--- src/hdl/cubic_bezier_to_quadratics_unit_defines.svh ---
// Assertion macros for the cubic to quadratic subdivision block.
`ifndef CUBIC_BEZIER_TO_QUADRATICS_UNIT_DEFINES_SVH
`define CUBIC_BEZIER_TO_QUADRATICS_UNIT_DEFINES_SVH
// Assert that an implication holds on every clock edge outside reset.
`define CBQ_ASSERT(label, clk, rst_n, prop, msg) \
  label: assert property (@(posedge clk) disable iff (!rst_n) (prop)) else $error(msg);
// Assert that a signal never carries an unknown value outside reset.
`define CBQ_ASSERT_KNOWN(label, clk, rst_n, sig, msg) \
  label: assert property (@(posedge clk) disable iff (!rst_n) !$isunknown(sig)) else $error(msg);
`endif

--- src/hdl/cbq_pkg.sv ---
// ----------------------------------------------------------------------------
// cbq_pkg
// Types, constants and arithmetic helpers of the cubic to quadratic block.
// ----------------------------------------------------------------------------
`default_nettype none
package cbq_pkg;

  localparam int unsigned MaxLevels = 4;
  localparam int unsigned LvlW = 3;
  localparam int unsigned StackDepth = MaxLevels + 1;
  localparam int unsigned SpW = 3;
  localparam int unsigned TolW = 31;
  localparam logic [TolW-1:0] TolReset = 31'd16384;
  localparam logic [8:0] ErrRatio = 9'd432;

  typedef struct packed {
    logic signed [31:0] p0_x;
    logic signed [31:0] p0_y;
    logic signed [31:0] p1_x;
    logic signed [31:0] p1_y;
    logic signed [31:0] p2_x;
    logic signed [31:0] p2_y;
    logic signed [31:0] p3_x;
    logic signed [31:0] p3_y;
  } cubic_t;

  typedef struct packed {
    logic signed [31:0] seg_start_x;
    logic signed [31:0] seg_start_y;
    logic signed [31:0] seg_ctrl_x;
    logic signed [31:0] seg_ctrl_y;
    logic signed [31:0] seg_end_x;
    logic signed [31:0] seg_end_y;
    logic [4:0]         segment_total;
    logic               last;
  } quad_t;

  typedef enum logic [3:0] {
    ST_IDLE, ST_DIFF, ST_SQX, ST_SQY, ST_SUM, ST_TOLSQ, ST_BASE, ST_CMP,
    ST_POP, ST_SPLIT, ST_EMIT
  } state_e;

  typedef struct packed {
    logic load;
    logic diff;
    logic sqx;
    logic sqy;
    logic sum;
    logic tolsq;
    logic base;
    logic cmp;
    logic pop;
    logic split;
    logic emit;
  } cmd_t;

  typedef struct packed {
    logic            fits;
    logic            tol_zero;
    logic [LvlW-1:0] cmp_lvl;
    logic [LvlW-1:0] cur_lvl;
    logic            last_leaf;
  } status_t;

  function automatic logic signed [31:0] half_sum(logic signed [31:0] a,
                                                  logic signed [31:0] b);
    logic signed [32:0] s;
    s = 33'(a) + 33'(b);
    return s[32:1];
  endfunction

  function automatic logic signed [31:0] ctrl_pt(logic signed [31:0] p0,
                                                 logic signed [31:0] p1,
                                                 logic signed [31:0] p2,
                                                 logic signed [31:0] p3);
    logic signed [35:0] s;
    logic signed [33:0] q;
    s = 36'sd3 * (36'(p1) + 36'(p2)) - 36'(p0) - 36'(p3);
    q = s[35:2];
    if (q > 34'sd2147483647) return 32'sh7fffffff;
    if (q < -34'sd2147483648) return 32'sh80000000;
    return q[31:0];
  endfunction

endpackage
`default_nettype wire

--- src/hdl/cbq_ctrl.sv ---
// ----------------------------------------------------------------------------
// cbq_ctrl
// Sequencer: level choice, depth-first split walk and result emission.
// ----------------------------------------------------------------------------
`default_nettype none
`include "cubic_bezier_to_quadratics_unit_defines.svh"
module cbq_ctrl (
  input  wire logic             clk_i,
  input  wire logic             rst_ni,
  input  wire logic             start_i,
  input  wire cbq_pkg::status_t status_i,
  output cbq_pkg::cmd_t         cmd_o,
  output logic                  busy_o
);

  cbq_pkg::state_e state_q, state_d;

  always_ff @(posedge clk_i or negedge rst_ni) begin
    if (!rst_ni) begin
      state_q <= cbq_pkg::ST_IDLE;
    end else begin
      state_q <= state_d;
    end
  end

  always_comb begin
    state_d = state_q;
    cmd_o = '0;
    busy_o = (state_q != cbq_pkg::ST_IDLE);
    case (state_q)
      cbq_pkg::ST_IDLE: begin
        if (start_i) begin
          cmd_o.load = 1'b1;
          state_d = cbq_pkg::ST_DIFF;
        end
      end
      cbq_pkg::ST_DIFF: begin
        cmd_o.diff = 1'b1;
        state_d = cbq_pkg::ST_SQX;
      end
      cbq_pkg::ST_SQX: begin
        cmd_o.sqx = 1'b1;
        state_d = cbq_pkg::ST_SQY;
      end
      cbq_pkg::ST_SQY: begin
        cmd_o.sqy = 1'b1;
        state_d = cbq_pkg::ST_SUM;
      end
      cbq_pkg::ST_SUM: begin
        cmd_o.sum = 1'b1;
        state_d = cbq_pkg::ST_TOLSQ;
      end
      cbq_pkg::ST_TOLSQ: begin
        cmd_o.tolsq = 1'b1;
        state_d = cbq_pkg::ST_BASE;
      end
      cbq_pkg::ST_BASE: begin
        cmd_o.base = 1'b1;
        state_d = cbq_pkg::ST_CMP;
      end
      cbq_pkg::ST_CMP: begin
        cmd_o.cmp = 1'b1;
        if (status_i.tol_zero || status_i.fits ||
            status_i.cmp_lvl == cbq_pkg::LvlW'(cbq_pkg::MaxLevels)) begin
          state_d = cbq_pkg::ST_POP;
        end
      end
      cbq_pkg::ST_POP: begin
        cmd_o.pop = 1'b1;
        state_d = cbq_pkg::ST_SPLIT;
      end
      cbq_pkg::ST_SPLIT: begin
        if (status_i.cur_lvl != '0) begin
          cmd_o.split = 1'b1;
        end else begin
          state_d = cbq_pkg::ST_EMIT;
        end
      end
      cbq_pkg::ST_EMIT: begin
        cmd_o.emit = 1'b1;
        state_d = status_i.last_leaf ? cbq_pkg::ST_IDLE : cbq_pkg::ST_POP;
      end
      default: state_d = cbq_pkg::ST_IDLE;
    endcase
  end

  `CBQ_ASSERT(a_load_idle, clk_i, rst_ni, cmd_o.load |-> state_q == cbq_pkg::ST_IDLE, "load outside idle")
  `CBQ_ASSERT(a_split_lvl, clk_i, rst_ni, cmd_o.split |-> status_i.cur_lvl != '0, "split at leaf")
  `CBQ_ASSERT(a_emit_ret, clk_i, rst_ni, (cmd_o.emit && status_i.last_leaf) |=> !busy_o, "no return to idle")

endmodule
`default_nettype wire

--- config.mk ---
export PLATFORM = sky130hd
export DESIGN_NAME = cbq_ctrl
export DESIGN_NICKNAME = d
export VERILOG_FILES = /design/src/hdl/cbq_pkg.sv /design/src/hdl/cbq_ctrl.sv
export VERILOG_INCLUDE_DIRS = /design/src /design/src/hdl
export SDC_FILE = /design/constraint.sdc
export NUM_CORES = 1
export LEC_CHECK = 0
export BUFFER_PORTS_ARGS = -buffer_cell sky130_fd_sc_hd__buf_2
export CAP_MARGIN = 20
export CORE_AREA = 2 2 39 41
export CTS_CLUSTER_DIAMETER = 50
export DETAILED_ROUTE_END_ITERATION = 10
export DIE_AREA = 0 0 41 43
export GPL_ROUTABILITY_DRIVEN = 0
export PLACE_DENSITY_LB_ADDON = 0.25
export SYNTH_ARGS = -nofsm -noshare
export SYNTH_HDL_FRONTEND = slang
export SYNTH_SLANG_ARGS = --single-unit
--- constraint.sdc ---
create_clock -name clk_i -period 1.3 [get_ports clk_i]
set_input_delay 0.13 -clock clk_i [delete_from_list [all_inputs] [get_ports clk_i]]
set_output_delay 0.13 -clock clk_i [all_outputs]
set_load 0.01 [all_outputs]
# Yosys cells after proc, flatten, opt, wreduce, memory -nomap -nowiden
# Cells that the tools add are included.
[op_classes]
n_eq_ne = 14
mux = 18
reduce_logical = 6
[op_table]
columns = ["op", "n"]
rows = [
  ["one-hot mux 4 bit (11 select lines)", 1],
  ["== test 4 x 3 -> 1 bit (second input constant)", 4],
  ["2-to-1 mux 4 bit", 4],
  ["2-to-1 mux 1 bit", 13],
  ["== test 4 bit (second input constant)", 3],
  ["== test 4 x 2 -> 1 bit (second input constant)", 2],
  ["inequality test 2 bit (second input constant)", 3],
  ["== test 4 x 1 -> 1 bit (second input constant)", 1],
  ["zero test 4 bit", 1],
  ["nonzero test 4 bit", 1],
  ["== test 3 bit (second input constant)", 1],
  ["AND reduction 3 bit", 1],
  ["nonzero test 3 bit", 1],
  ["logical OR 1 bit", 2],
]
[word_totals]
ff_bits = 4
inputBits = 12
output_inout_bits = 12
elab_cells = 39

# Depth between registers and ports, before layout
[depth]
depth_word = 4
ltp_mapped = 4
mapped_depth_nobuf = 3

# Least setup slack after synthesis
# No wires, ideal clock.
[synth_timing]
kind = "register to output"
from = "reg state_q[1]"
to = "out cmd_o[10] in the netlist's numbering"
arrival_ns = 1.217
required_ns = 1.170
slack_ns = -0.047
path_stages_with_launch = 4
n_path_buf = 1
cell_sequence = "dfrtp_1 -> buf_6 -> or4_4 -> nor2_1"
[synth_lines]
columns = ["element", "line", "rtl"]
rows = [
  ["from (decl)", "cbq_ctrl.sv:16", "cbq_pkg::state_e state_q, state_d;"],
  ["from (signal assigned)", "cbq_ctrl.sv:20", "state_q <= cbq_pkg::ST_IDLE;"],
  ["from (signal assigned)", "cbq_ctrl.sv:22", "state_q <= state_d;"],
  ["to (decl)", "cbq_ctrl.sv:12", "output cbq_pkg::cmd_t cmd_o,"],
]

==> flow_summary_export.csv <==
group,metric,value,unit
power,power,1.75,mW
finish,reg_top3,"state_q x4",
floorplan,pin_count,24,
setup_path,endpoint_kind,"output port",
floorplan,rows,14,
setup_path,cp_slowest_stage_delay,550,ps
sta,finalMaxSlewViolations,0,
floorplan,die_w,41,um
floorplan,die-area,1760,um2
finish,drive_above_1_share,68.2,%
route,first_iter_violations,7,
route,first_pass_iters,4,
finish,area.growth.synth_to_final,111,%
clock_tree,cts_buffers,3,
finish,n_antenna_cell,0,
clock_tree,clock-sinks,4,
grt,grt_max_degree,10,
sta,rsz0062_at_grt,"true",
setup_path,worstSetupPathType,"reg -> out",
sta,fmax,672,MHz
floorplan,core,1380,um2
floorplan,initial_utilization,24.5,%
grt,antenna_found_initial,0,
grt,grt_pass1_wl,1840,um
setup_path,worst-path-buf-inv,1,
route,viasPerCell,4.64,
sta,tightestPinTransition,542,ps
finish,largest_reg_flops,4,
route,via_count,469,
route,drtAntennaViolNets,0,
sta,tns,-1230,ps
place,portBuffers,23,
clock_tree,ctsLongestPathBuffers,2,
sta,finalCritPeriodShare,114,%
setup_path,critPathTopFamily,"simple AND/OR/NAND/NOR gates",
finish,final_nets,99,
power,p_per_area,2450,nW/um2
power,p_leak,0.364,nW
clock_tree,clockRootBuffer,"clkbuf_4",
setup_path,crit_chain,"or4_4, nor2_2, buf_2",
grt,grt_pass1_vias,439,
grt,overflow,0,
sta,clock-skew-final,7.07,ps
sta,finalSetupViolCount,14,
setup_path,cp_slowest_cell,"or4_4",
finish,fill_cells,139,
setup_path,cp_data_arrival_time,1360,ps
logic_synthesis,netlist_area,339,um2
logic_synthesis,syn-num-nets,57,
sta,timing.final.ws_setup,-188,ps
power,vdd_drop_max,1.07,mV
clock_tree,clock_latency,230,ps
floorplan,die_y,43,um
setup_path,worst_ep_required_time,1170,ps
logic_synthesis,synth.ff_latch_count,4,
logic_synthesis,yosys_warnings,0,
route,wl,1200,um
route,wl_per_cell,11.9,um
sta,hold_viol_final,0,
sta,period_minus_slack,1490,ps
setup_path,worstPathMaxFanout,3,
logic_synthesis,ys_types,19,
clock_tree,cts_tree,"built",
clock_tree,htreeDepth,1,
grt,grt_use_total,15.3,%
logic_synthesis,syn_inst,45,
sta,slew_headroom,63.8,%
finish,largest_register,"state_q",
status,violations,"setup timing",
min_path,min_path_type,"in -> reg",
flow_run,max-cap-violations,0,
status,status,"complete, but fails checks",
logic_synthesis,synth_area_per_cell,7.54,um2
route,drcViolationCount,0,
sta,whs,158,ps
place,hpwl,806,um
clock_tree,path_clk_slew,40,ps
setup_path,worstSetupStartpointType,"flip-flop",
logic_synthesis,seq_area_frac_synth,29.5,%
Yosys cell counts, drive strengths merged:
cell    number  area, um2
a211o        1       8.76
a21oi        2       10.0
buf          4       26.3
dfrtp        4        100
inv          2       7.51
nand2        1       3.75
nand2b       4       25.0
nand3        1       5.00
nand4b       1       8.76
nor2         7       26.3
nor3         8       40.0
nor3b        1       7.51
nor4         2       12.5
o21a         3       22.5
o22ai        1       6.26
o32a         1       10.0
or4          2       18.8
metal layers:
layer | vias up | wire (um) | GRT usage [%]
li1 | 245 | - | -
met1 | 204 | 503 | 19.2
met2 | 20 | 621 | 24.4
met3 | 0 | 78 | 4.71
met4 | 0 | 0 | 4.00
met5 | - | 0 | 0
layout by cell type, fill, tap and decap left out:
cell	netlist	routed
a21oi_1	2	2
or4_4	1	1
nor3_1	8	2
nand4b_1	1	1
nor3_4	0	1
dfrtp_2	0	1
nor4_1	2	1
o32a_1	1	1
dfrtp_1	4	3
buf_2	3	23
nor3_2	0	5
nand2_1	1	1
nor4_4	0	1
o21a_1	3	3
buf_6	1	5
clkbuf_4	0	3
nand3_1	1	1
inv_1	2	2
nor2_2	0	2
or4_1	1	1
dlygate4sd3_1	0	1
buf_4	0	12
o22ai_1	1	1
nand2b_4	0	4
a211o_1	1	1
nor3b_1	1	1
nor2_1	7	5
kinds of logic after synthesis:
logic type | synth area share, %
buf+inv | 9.96
flops | 29.5
compound gates | 17.0
simple gates | 43.5
worst paths after layout:
path | start | endpoint | slack, ps | cells past startpoint
min in group asynchronous | rst_ni | state_q[0] | 230 | 2
min reg2reg | state_q[1] | state_q[0] | 670 | 2
max reg2reg | state_q[1] | state_q[0] | -110 | 6
max in group asynchronous | rst_ni | state_q[2] | 930 | 2
max | state_q[1] | cmd_o[10] | -190 | 3
min | start_i | state_q[0] | 160 | 2
worst reg2reg max path: stages (launching register included):
cell      delay [ps]
dfrtp_1          370
buf_4            140
buf_6            130
nand4b_1         120
buf_4            140
nor4_4            40
o32a_1           350
metrics by stage:
| stage | setup WS [ps] | instances | area (um2) | util (%) |
|---|---|---|---|---|
| 2_1_floorplan | -40.2 | 45 | 342 | - |
| 3_3_place_gp | -81.1 | 91 | 533 | 38.5 |
| 3_5_place_dp | -37.7 | 91 | 533 | 38.5 |
| 4_1_cts | -207 | 99 | 683 | 49.4 |
| 5_1_grt | -272 | 101 | 714 | 51.6 |
| 6_report | -188 | 101 | 714 | 51.6 |
cell type report:
type	instances	area (um2)	area share, %
Inverter	2	7.51	1.05
Multi-Input combinational cell	35	292	40.8
Timing Repair Buffer	41	272	38.0
Clock buffer	3	22.5	3.15
Sequential cell	4	101	14.2
Tap cell	16	20.0	2.80
repair_timing:
| action | CTS | global route |
|---|---|---|
| hold buffers | 1 | 0 |
| hold endpoints to repair | 4 | 0 |
| buffers inserted | 4 | 2 |
| gates resized for setup | 17 | 3 |
| setup endpoints to repair | 14 | 14 |
| pin swaps | 5 | 1 |
power breakdown:
group / internal [mW] / switching (mW) / leakage (nW) / total (mW)
logic: 0.724 / 0.612 / 0.302 / 1.34
clock network: 0.103 / 0.0511 / 0.0138 / 0.154
registers: 0.195 / 0.0677 / 0.0481 / 0.262
total: 1.02 / 0.731 / 0.364 / 1.75
No activity file was read; power rests on OpenSTA's default activity.
